## src/sv/sha256_pkg.sv

```systemverilog
// ----------------------------------------------------------------------------
// sha256_pkg
// Item types, command codes and round constants for the SHA-256 byte hasher.
// ----------------------------------------------------------------------------
`default_nettype none

package sha256_pkg;

  localparam logic CMD_ABSORB = 1'b0;
  localparam logic CMD_FINISH = 1'b1;

  typedef struct packed {
    logic       cmd;
    logic [7:0] data_byte;
  } in_item_t;

  typedef struct packed {
    logic [31:0] digest_word;
    logic [2:0]  word_index;
    logic        last_word;
  } out_item_t;

  // entry 0 is H0
  localparam logic [7:0][31:0] HASH_INIT = {
    32'h5be0cd19, 32'h1f83d9ab, 32'h9b05688c, 32'h510e527f,
    32'ha54ff53a, 32'h3c6ef372, 32'hbb67ae85, 32'h6a09e667
  };

  function automatic logic [31:0] round_k(input logic [5:0] idx);
    logic [31:0] k;
    case (idx)
      6'd0:  k = 32'h428a2f98;  6'd1:  k = 32'h71374491;
      6'd2:  k = 32'hb5c0fbcf;  6'd3:  k = 32'he9b5dba5;
      6'd4:  k = 32'h3956c25b;  6'd5:  k = 32'h59f111f1;
      6'd6:  k = 32'h923f82a4;  6'd7:  k = 32'hab1c5ed5;
      6'd8:  k = 32'hd807aa98;  6'd9:  k = 32'h12835b01;
      6'd10: k = 32'h243185be;  6'd11: k = 32'h550c7dc3;
      6'd12: k = 32'h72be5d74;  6'd13: k = 32'h80deb1fe;
      6'd14: k = 32'h9bdc06a7;  6'd15: k = 32'hc19bf174;
      6'd16: k = 32'he49b69c1;  6'd17: k = 32'hefbe4786;
      6'd18: k = 32'h0fc19dc6;  6'd19: k = 32'h240ca1cc;
      6'd20: k = 32'h2de92c6f;  6'd21: k = 32'h4a7484aa;
      6'd22: k = 32'h5cb0a9dc;  6'd23: k = 32'h76f988da;
      6'd24: k = 32'h983e5152;  6'd25: k = 32'ha831c66d;
      6'd26: k = 32'hb00327c8;  6'd27: k = 32'hbf597fc7;
      6'd28: k = 32'hc6e00bf3;  6'd29: k = 32'hd5a79147;
      6'd30: k = 32'h06ca6351;  6'd31: k = 32'h14292967;
      6'd32: k = 32'h27b70a85;  6'd33: k = 32'h2e1b2138;
      6'd34: k = 32'h4d2c6dfc;  6'd35: k = 32'h53380d13;
      6'd36: k = 32'h650a7354;  6'd37: k = 32'h766a0abb;
      6'd38: k = 32'h81c2c92e;  6'd39: k = 32'h92722c85;
      6'd40: k = 32'ha2bfe8a1;  6'd41: k = 32'ha81a664b;
      6'd42: k = 32'hc24b8b70;  6'd43: k = 32'hc76c51a3;
      6'd44: k = 32'hd192e819;  6'd45: k = 32'hd6990624;
      6'd46: k = 32'hf40e3585;  6'd47: k = 32'h106aa070;
      6'd48: k = 32'h19a4c116;  6'd49: k = 32'h1e376c08;
      6'd50: k = 32'h2748774c;  6'd51: k = 32'h34b0bcb5;
      6'd52: k = 32'h391c0cb3;  6'd53: k = 32'h4ed8aa4a;
      6'd54: k = 32'h5b9cca4f;  6'd55: k = 32'h682e6ff3;
      6'd56: k = 32'h748f82ee;  6'd57: k = 32'h78a5636f;
      6'd58: k = 32'h84c87814;  6'd59: k = 32'h8cc70208;
      6'd60: k = 32'h90befffa;  6'd61: k = 32'ha4506ceb;
      6'd62: k = 32'hbef9a3f7;  default: k = 32'hc67178f2;
    endcase
    return k;
  endfunction

  function automatic logic [31:0] big_sigma0(input logic [31:0] x);
    return {x[1:0], x[31:2]} ^ {x[12:0], x[31:13]} ^ {x[21:0], x[31:22]};
  endfunction

  function automatic logic [31:0] big_sigma1(input logic [31:0] x);
    return {x[5:0], x[31:6]} ^ {x[10:0], x[31:11]} ^ {x[24:0], x[31:25]};
  endfunction

  function automatic logic [31:0] small_sigma0(input logic [31:0] x);
    return {x[6:0], x[31:7]} ^ {x[17:0], x[31:18]} ^ {3'b000, x[31:3]};
  endfunction

  function automatic logic [31:0] small_sigma1(input logic [31:0] x);
    return {x[16:0], x[31:17]} ^ {x[18:0], x[31:19]} ^ {10'd0, x[31:10]};
  endfunction

endpackage

`default_nettype wire

```

## src/sv/sha256_byte_stream_hasher_core.sv

```systemverilog
// Absorb item: one byte is taken; when it fills a block, 64 rounds and the chain add follow.
// Finish item: padding bytes plus one or two compressions,
// then 8 digest words, one per cycle while out_ready is high.
// One round per cycle through a single round unit; in_ready is low during all of it.
// Synchronous active-low reset loads the initial hash and clears counts and control.
// ----------------------------------------------------------------------------
// sha256_byte_stream_hasher_core
// SHA-256 of a byte stream: byte absorb, padding, iterative compression and
// digest output as eight 32-bit words.
// ----------------------------------------------------------------------------
`default_nettype none

module sha256_byte_stream_hasher_core (
  input  wire logic                  clk,
  input  wire logic                  rst_n,
  input  wire logic                  in_valid,
  output      logic                  in_ready,
  input  wire sha256_pkg::in_item_t  in_item,
  output      logic                  out_valid,
  input  wire logic                  out_ready,
  output      sha256_pkg::out_item_t out_item
);
  import sha256_pkg::*;

  localparam logic [2:0] S_IDLE  = 3'd0;
  localparam logic [2:0] S_PAD   = 3'd1;
  localparam logic [2:0] S_ROUND = 3'd2;
  localparam logic [2:0] S_ADD   = 3'd3;
  localparam logic [2:0] S_OUT   = 3'd4;

  localparam logic [1:0] PH_MSG  = 2'd0;
  localparam logic [1:0] PH_ZERO = 2'd1;
  localparam logic [1:0] PH_LEN  = 2'd2;
  localparam logic [1:0] PH_DONE = 2'd3;

  logic [2:0]        state_r, state_nxt;
  logic [1:0]        phase_r, phase_nxt;
  logic [2:0]        cnt_r, cnt_nxt;
  logic [5:0]        rnd_r, rnd_nxt;
  logic [5:0]        pos_r, pos_nxt;
  logic [63:0]       bit_len_r, bit_len_nxt;
  logic [7:0][31:0]  chain_r, chain_nxt;
  logic [7:0][31:0]  v_r, v_nxt;
  logic [511:0]      w_r, w_nxt;

  logic        ins;
  logic [7:0]  ins_byte;
  logic [31:0] t1, t2, w_new;

  // w_r holds the 16-word schedule window, oldest word at the top
  always_comb begin
    state_nxt   = state_r;
    phase_nxt   = phase_r;
    cnt_nxt     = cnt_r;
    rnd_nxt     = rnd_r;
    pos_nxt     = pos_r;
    bit_len_nxt = bit_len_r;
    chain_nxt   = chain_r;
    v_nxt       = v_r;
    w_nxt       = w_r;
    ins         = 1'b0;
    ins_byte    = 8'h00;

    w_new = small_sigma1(w_r[63:32]) + w_r[223:192]
          + small_sigma0(w_r[479:448]) + w_r[511:480];
    t1 = v_r[7] + big_sigma1(v_r[4]) + ((v_r[4] & v_r[5]) ^ (~v_r[4] & v_r[6]))
       + round_k(rnd_r) + w_r[511:480];
    t2 = big_sigma0(v_r[0])
       + ((v_r[0] & v_r[1]) ^ (v_r[0] & v_r[2]) ^ (v_r[1] & v_r[2]));

    unique case (state_r)
      S_IDLE: begin
        if (in_valid) begin
          if (in_item.cmd == CMD_ABSORB) begin
            ins         = 1'b1;
            ins_byte    = in_item.data_byte;
            bit_len_nxt = bit_len_r + 64'd8;
          end else begin
            state_nxt = S_PAD;
          end
        end
      end
      S_PAD: begin
        ins = 1'b1;
        case (phase_r)
          PH_MSG: begin
            ins_byte  = 8'h80;
            phase_nxt = PH_ZERO;
          end
          PH_ZERO: begin
            if (pos_r == 6'd56) begin
              ins_byte    = bit_len_r[63:56];
              bit_len_nxt = {bit_len_r[55:0], 8'h00};
              phase_nxt   = PH_LEN;
              cnt_nxt     = 3'd1;
            end
          end
          PH_LEN: begin
            ins_byte    = bit_len_r[63:56];
            bit_len_nxt = {bit_len_r[55:0], 8'h00};
            cnt_nxt     = cnt_r + 3'd1;
            if (cnt_r == 3'd7) begin
              phase_nxt = PH_DONE;
            end
          end
          default: ins = 1'b0;
        endcase
      end
      S_ROUND: begin
        v_nxt   = {v_r[6:4], v_r[3] + t1, v_r[2:0], t1 + t2};
        w_nxt   = {w_r[479:0], w_new};
        rnd_nxt = rnd_r + 6'd1;
        if (rnd_r == 6'd63) begin
          state_nxt = S_ADD;
        end
      end
      S_ADD: begin
        for (int i = 0; i < 8; i++) begin
          chain_nxt[i] = chain_r[i] + v_r[i];
        end
        if (phase_r == PH_DONE) begin
          state_nxt = S_OUT;
          cnt_nxt   = 3'd0;
        end else if (phase_r == PH_MSG) begin
          state_nxt = S_IDLE;
        end else begin
          state_nxt = S_PAD;
        end
      end
      S_OUT: begin
        if (out_ready) begin
          cnt_nxt = cnt_r + 3'd1;
          if (cnt_r == 3'd7) begin
            chain_nxt   = HASH_INIT;
            bit_len_nxt = 64'd0;
            phase_nxt   = PH_MSG;
            state_nxt   = S_IDLE;
          end
        end
      end
      default: state_nxt = S_IDLE;
    endcase

    // byte insertion; a full block starts the rounds
    if (ins) begin
      w_nxt   = {w_r[503:0], ins_byte};
      pos_nxt = pos_r + 6'd1;
      if (pos_r == 6'd63) begin
        state_nxt = S_ROUND;
        rnd_nxt   = 6'd0;
        v_nxt     = chain_r;
      end
    end
  end

  always_ff @(posedge clk) begin
    if (!rst_n) begin
      state_r   <= S_IDLE;
      phase_r   <= PH_MSG;
      cnt_r     <= 3'd0;
      rnd_r     <= 6'd0;
      pos_r     <= 6'd0;
      bit_len_r <= 64'd0;
      chain_r   <= HASH_INIT;
    end else begin
      state_r   <= state_nxt;
      phase_r   <= phase_nxt;
      cnt_r     <= cnt_nxt;
      rnd_r     <= rnd_nxt;
      pos_r     <= pos_nxt;
      bit_len_r <= bit_len_nxt;
      chain_r   <= chain_nxt;
    end
  end

  always_ff @(posedge clk) begin
    v_r <= v_nxt;
    w_r <= w_nxt;
  end

  assign in_ready  = (state_r == S_IDLE);
  assign out_valid = (state_r == S_OUT);

  always_comb begin
    out_item.digest_word = chain_r[cnt_r];
    out_item.word_index  = cnt_r;
    out_item.last_word   = (cnt_r == 3'd7);
  end

endmodule

`default_nettype wire
```

## config.mk

```make
export PLATFORM = sky130hd
export DESIGN_NAME = sha256_byte_stream_hasher_core
export DESIGN_NICKNAME = d
export VERILOG_FILES = /design/src/sv/sha256_pkg.sv /design/src/sv/sha256_byte_stream_hasher_core.sv
export SDC_FILE = /design/constraint.sdc
export NUM_CORES = 2
export LEC_CHECK = 0
export BUFFER_PORTS_ARGS = -buffer_cell sky130_fd_sc_hd__buf_2
export CAP_MARGIN = 25
export CORE_MARGIN = 8
export CORE_UTILIZATION = 35
export CTS_CLUSTER_DIAMETER = 200
export CTS_CLUSTER_SIZE = 8
export DETAILED_ROUTE_END_ITERATION = 10
export SETUP_SLACK_MARGIN = 0.2
export SLEW_MARGIN = 20
export SYNTH_ARGS = -nofsm -noshare
export SYNTH_HDL_FRONTEND = slang
export SYNTH_SLANG_ARGS = --single-unit
```

## constraint.sdc

```tcl
create_clock -name clk -period 13.05 [get_ports clk]
set_clock_uncertainty 0.1 [all_clocks]
set_input_delay 1.305 -clock clk [delete_from_list [all_inputs] [get_ports clk]]
set_output_delay 1.305 -clock clk [all_outputs]
set_load 0.005 [all_outputs]
```

[Word-level counts from Yosys, hierarchy flattened]
Memory sizes are Yosys's and may differ from the RTL's. A register that Yosys moved wholly into a read port is not among the register bits.
Cells that the tools add are included.
Word-level totals
  register bits: 1108
  memories: 1
  output and inout bits: 38
  ROM bits: 2048
Memories
  (no name shown): depth 64, width 32, read ports 1, clocked after memory_dff 1, write ports 0, RTL line sha256_pkg.sv:31  | case (idx)
Cells by class
  reduce and logical (&&, ||, !) cells: 12
  bitwise gates (word level): 17
  $lt $le $gt $ge: 1
  add/subtract/negate cells: 22
  eq/ne operators: 20
  mux-type cells: 51
Operator list (number)
  $mux W256: 5
  $mux W512: 2
  $add A32 B32 Y32: 18
  $pmux W256 S2: 1
  $mux W64: 5
  $xor A32 B32 Y32: 9
  $pmux W64 S3: 1
  $and A32 B32 Y32: 5
  $pmux W64 S2: 1
  $bmux W32 S3: 1
  $add A64 B4 Y64 const B: 1
  $mux W3: 11
  $mux W32: 1
  $not A32 Y32: 1
  $xor A32 B22 Y32: 1
  $xor A32 B29 Y32: 1
  $mux W6: 4
  $mux W8: 3
  $pmux W8 S3: 1
  $eq A6 B6 Y1 const B: 3
  $pmux W8 S2: 1
  $pmux W3 S5: 1
  $add A6 B1 Y6 const B: 2
  $pmux W3 S3: 1
  other kinds (27): 43

[Depth between registers and ports, before layout]
  depth in word-level cells: 10
  mapped depth: 35
  depth with buffers taken out: 34

[Least setup slack after synthesis]
Ideal clock, no wire load.
  kind: in2reg
  start: input in_valid
  end: register w_r[0], enable pin
  setup slack: -1231 ps
  cell stages on the path: 5
  data arrival time: 10543 ps
  buffers on the path: 2
  path through: nor3b_1 > o21ai_0 > clkbuf_1 > clkbuf_1 > nand2_1
Between the ends
  word-level cells in the longest chain between the ends: 3
Ends and longest elaborated chain
  from (decl): RTL line sha256_byte_stream_hasher_core.sv:16  | input wire logic in_valid,
  $mux W1: RTL line sha256_byte_stream_hasher_core.sv:73  | if (in_valid) begin
  $pmux W1 S2: RTL line sha256_byte_stream_hasher_core.sv:71  | unique case (state_r)
  $reduce_bool A2 Y1 (no source line)
  to (signal assigned): RTL line sha256_byte_stream_hasher_core.sv:178  | w_r <= w_nxt;
  to (decl): RTL line sha256_byte_stream_hasher_core.sv:44  | logic [511:0] w_r, w_nxt;
Every way passes these cells.
A chain may end at the register's enable or synchronous reset.

==> run metrics <==
achievable frequency=115 MHz; Core Util, Final=38.7%; Max IR drop VDD=0.211 mV; post-synth top area cell=edfxtp_1; H-tree levels=4; vias per cell=5.62; Final min period=8.70 ns; vias in the first global route=61,200; final slew viol count=0; top post-synthesis cells by area=edfxtp_1 (21%), dfxtp_1 (17%), nand2_1 (8.8%); postcts setup bufs=0; Die W=478 µm; Root Buffer=clkbuf_16; Vias=64,100; Hold Vio Cnt, Final=0; Post-Synthesis Cells=8,742; FF-to-FF Start=v_r[135]; Worst Path Required=13.58 ns; crit path max fanout=7; DRC violations left=0; Setup TNS=0 ns; Tcrit/Tclk final=66.7%; Rows=169; total gr overflow=0; crit path launch type=flop; count leader, synth=nand2_1; Post-synth ARST share=0%; crit path capture type=flop; largest net degree at the start of global routing=253; CP peak stage delay=0.55 ns; Yosys reg bits=1,137; Worst Hold End=pos_r[5]; hold_buf cts=0; GRT Total Usage=22.3%; initial core utilization=35.2%; dominant synthesized flop cell=dfxtp_1; antenna violations before repair=7; Finish-stage setup viols=0; leak pwr=34.8 nW; WHS Path Cells=2; cts bufs inserted=160; worst skew pair latency=0.84 ns; Post-Route WL=266,000 µm; Slew HR=23.8%; outcome=finished clean; Ports=51; cell repeated most along the worst path=fa_1; crit path DAT=9.23 ns; Worst-Margin Slew=1.14 ns; Slowest cell on crit path=dfxtp_1; share of cells above drive strength 1=6.60%; synth warn=0; average size of a mapped cell=8.55 µm²; per-cell routed wire length=23.3 µm; P&R area growth vs syn=9.95%; Die Ht=478 µm; clock tree buffer depth=3; worst hold path class=reg2reg; Yosys top cell area share=20.6%; RSZ-0062 raised after global routing=false; first-pass GRT wire length=396,000 µm; reg2reg end=v_r[28]; post-synth cell types=118; Power Dens Cells=168 nW/µm²; Hold Worst Slack=0.383 ns; Post-DRT Antenna Nets=0; Post-Syn Nets=9,350; Mapped Area=74,800 µm²; drt pass-1 iters=6; Max Cap Viol=0; Die ar.=229,000 µm²; routability cong.=0.969; R2R setup slack=4.35 ns; CTS Sinks=1,137; sequential area share after synthesis=37.3%; fin nets=9,144; Post-DP HPWL=192,000 µm; port bufs=50; post-CTS sizing=0; most frequent cells after synthesis=nand2_1 (1,758), nor2_1 (813), dfxtp_1 (625), edfxtp_1 (512), inv_1 (498); EDFF count, synth=512; r2r worst-path depth=30; Placeable Area=212,000 µm²; Detailed Route Iter0 Violations=6,948; critical path class=reg2reg; Hold Startpoint=pos_r[5]; Reg clk slew, reported paths=0.05 ns; TritonCTS clock tree=built
## cells by family (layout without fill, tap and decap cells)
group / after synthesis / in the layout / share of synthesized area, %
DFF: 1137 / 1137 / 37.3
xor gates and xnor gates: 597 / 597 / 7.07
and+or+nand+nor: 3159 / 3159 / 17.6
other: 0 / 5 / 0
muxes: 137 / 137 / 3.04
buffers and inverters: 1028 / 864 / 5.20
adders and majority gates: 599 / 599 / 12.0
AOI/OAI and AO/OA: 2085 / 2085 / 17.8
## worst max path at each step
stage              from      end  cells past startpoint
6_report       v_r[135]  v_r[28]                     30
5_1_grt        v_r[135]  v_r[28]                     30
4_1_cts        v_r[135]  v_r[28]                     30
3_5_place_dp   v_r[135]  v_r[28]                     30
3_3_place_gp   v_r[141]  v_r[28]                     32
2_1_floorplan  in_valid   w_r[0]                      5
## state kept, by name, summed over array words and instances, names as in the netlist, named ones only
| name | cells |
|---|---|
| bit_len_r | 61 |
| chain_r | 256 |
| cnt_r | 3 |
| phase_r | 2 |
| pos_r | 6 |
| rnd_r | 6 |
| state_r | 3 |
| v_r | 256 |
| w_r | 512 |
## critical path, delay by kind of cell, from the launching register on
family	cells	cell delay, ns
compound gates	13	3.36
xor+xnor	3	0.74
fa+ha+maj	6	2.57
buf+inv	3	0.22
flops	1	0.55
mux	1	0.24
simple gates	4	0.72
## where the power goes
group          switching [W]  internal [W]
logic                0.00336       0.00203
registers           0.000269       0.00424
clock network        0.00170       0.00225
## through the flow
| step | power (W) | std cells | worst slack, ns | area, µm² |
|---|---|---|---|---|
| 4_1_cts | 0.0138 | 11400 | 4.45 | 82000 |
| 3_3_place_gp | 0.00979 | 11200 | 4.55 | 77500 |
| 2_1_floorplan | 0.00828 | 8742 | 4.01 | 74800 |
| 3_5_place_dp | 0.00981 | 11200 | 4.60 | 77500 |
| 6_report | 0.0138 | 11400 | 4.35 | 82200 |
| 5_1_grt | 0.0146 | 11400 | 3.91 | 82200 |
## metal layers
metal / vias to the layer above / global-route usage, % / part of all wire (%)
met1: 31200 / 31.6 / 45
met3: 509 / 3.83 / 7.7
met4: 0 / 9.01 / 4.3
li1: 29900 / - / -
met5: - / 0 / 0
met2: 2505 / 33.7 / 43
## layout make-up
type                    count  area [µm²]
diodes                      5        12.5
clock buffers             188        4130
clock inverters            16         373
fillers                 21400      130000
inverters                 504        1900
multi-input cells        6577       43100
flip-flops and latches   1137       27900
well taps                2821        3530
repair buffers            156        1230
## layout by cell type, fill, tap and decap left out, types with 28 or more instances in the layout
cell type / synthesis / layout
clkbuf_16: 0 / 161
edfxtp_1: 512 / 512
dfxtp_1: 625 / 622
fa_1: 195 / 195
a22oi_1: 75 / 75
nor2_1: 813 / 807
xnor2_1: 333 / 333
ha_1: 400 / 400
o21a_1: 63 / 62
nor2b_1: 37 / 37
o22ai_1: 274 / 274
o21bai_1: 40 / 40
a21oi_1: 482 / 482
nand4_1: 32 / 32
o31ai_1: 28 / 28
nand3_1: 130 / 129
a211oi_1: 71 / 71
buf_4: 1 / 95
and3_1: 47 / 47
a21o_1: 192 / 192
a31oi_1: 50 / 50
nand2b_1: 57 / 57
o21ai_0: 494 / 493
mux2_2: 63 / 63
nor3_1: 148 / 148
nand2_1: 1758 / 1754
o21ai_1: 29 / 29
o211ai_1: 46 / 46
a221oi_1: 38 / 38
xor2_1: 258 / 257
buf_2: 18 / 49
mux4_2: 66 / 66
inv_1: 498 / 498
Note: power is estimated with default switching activity, not from simulation.
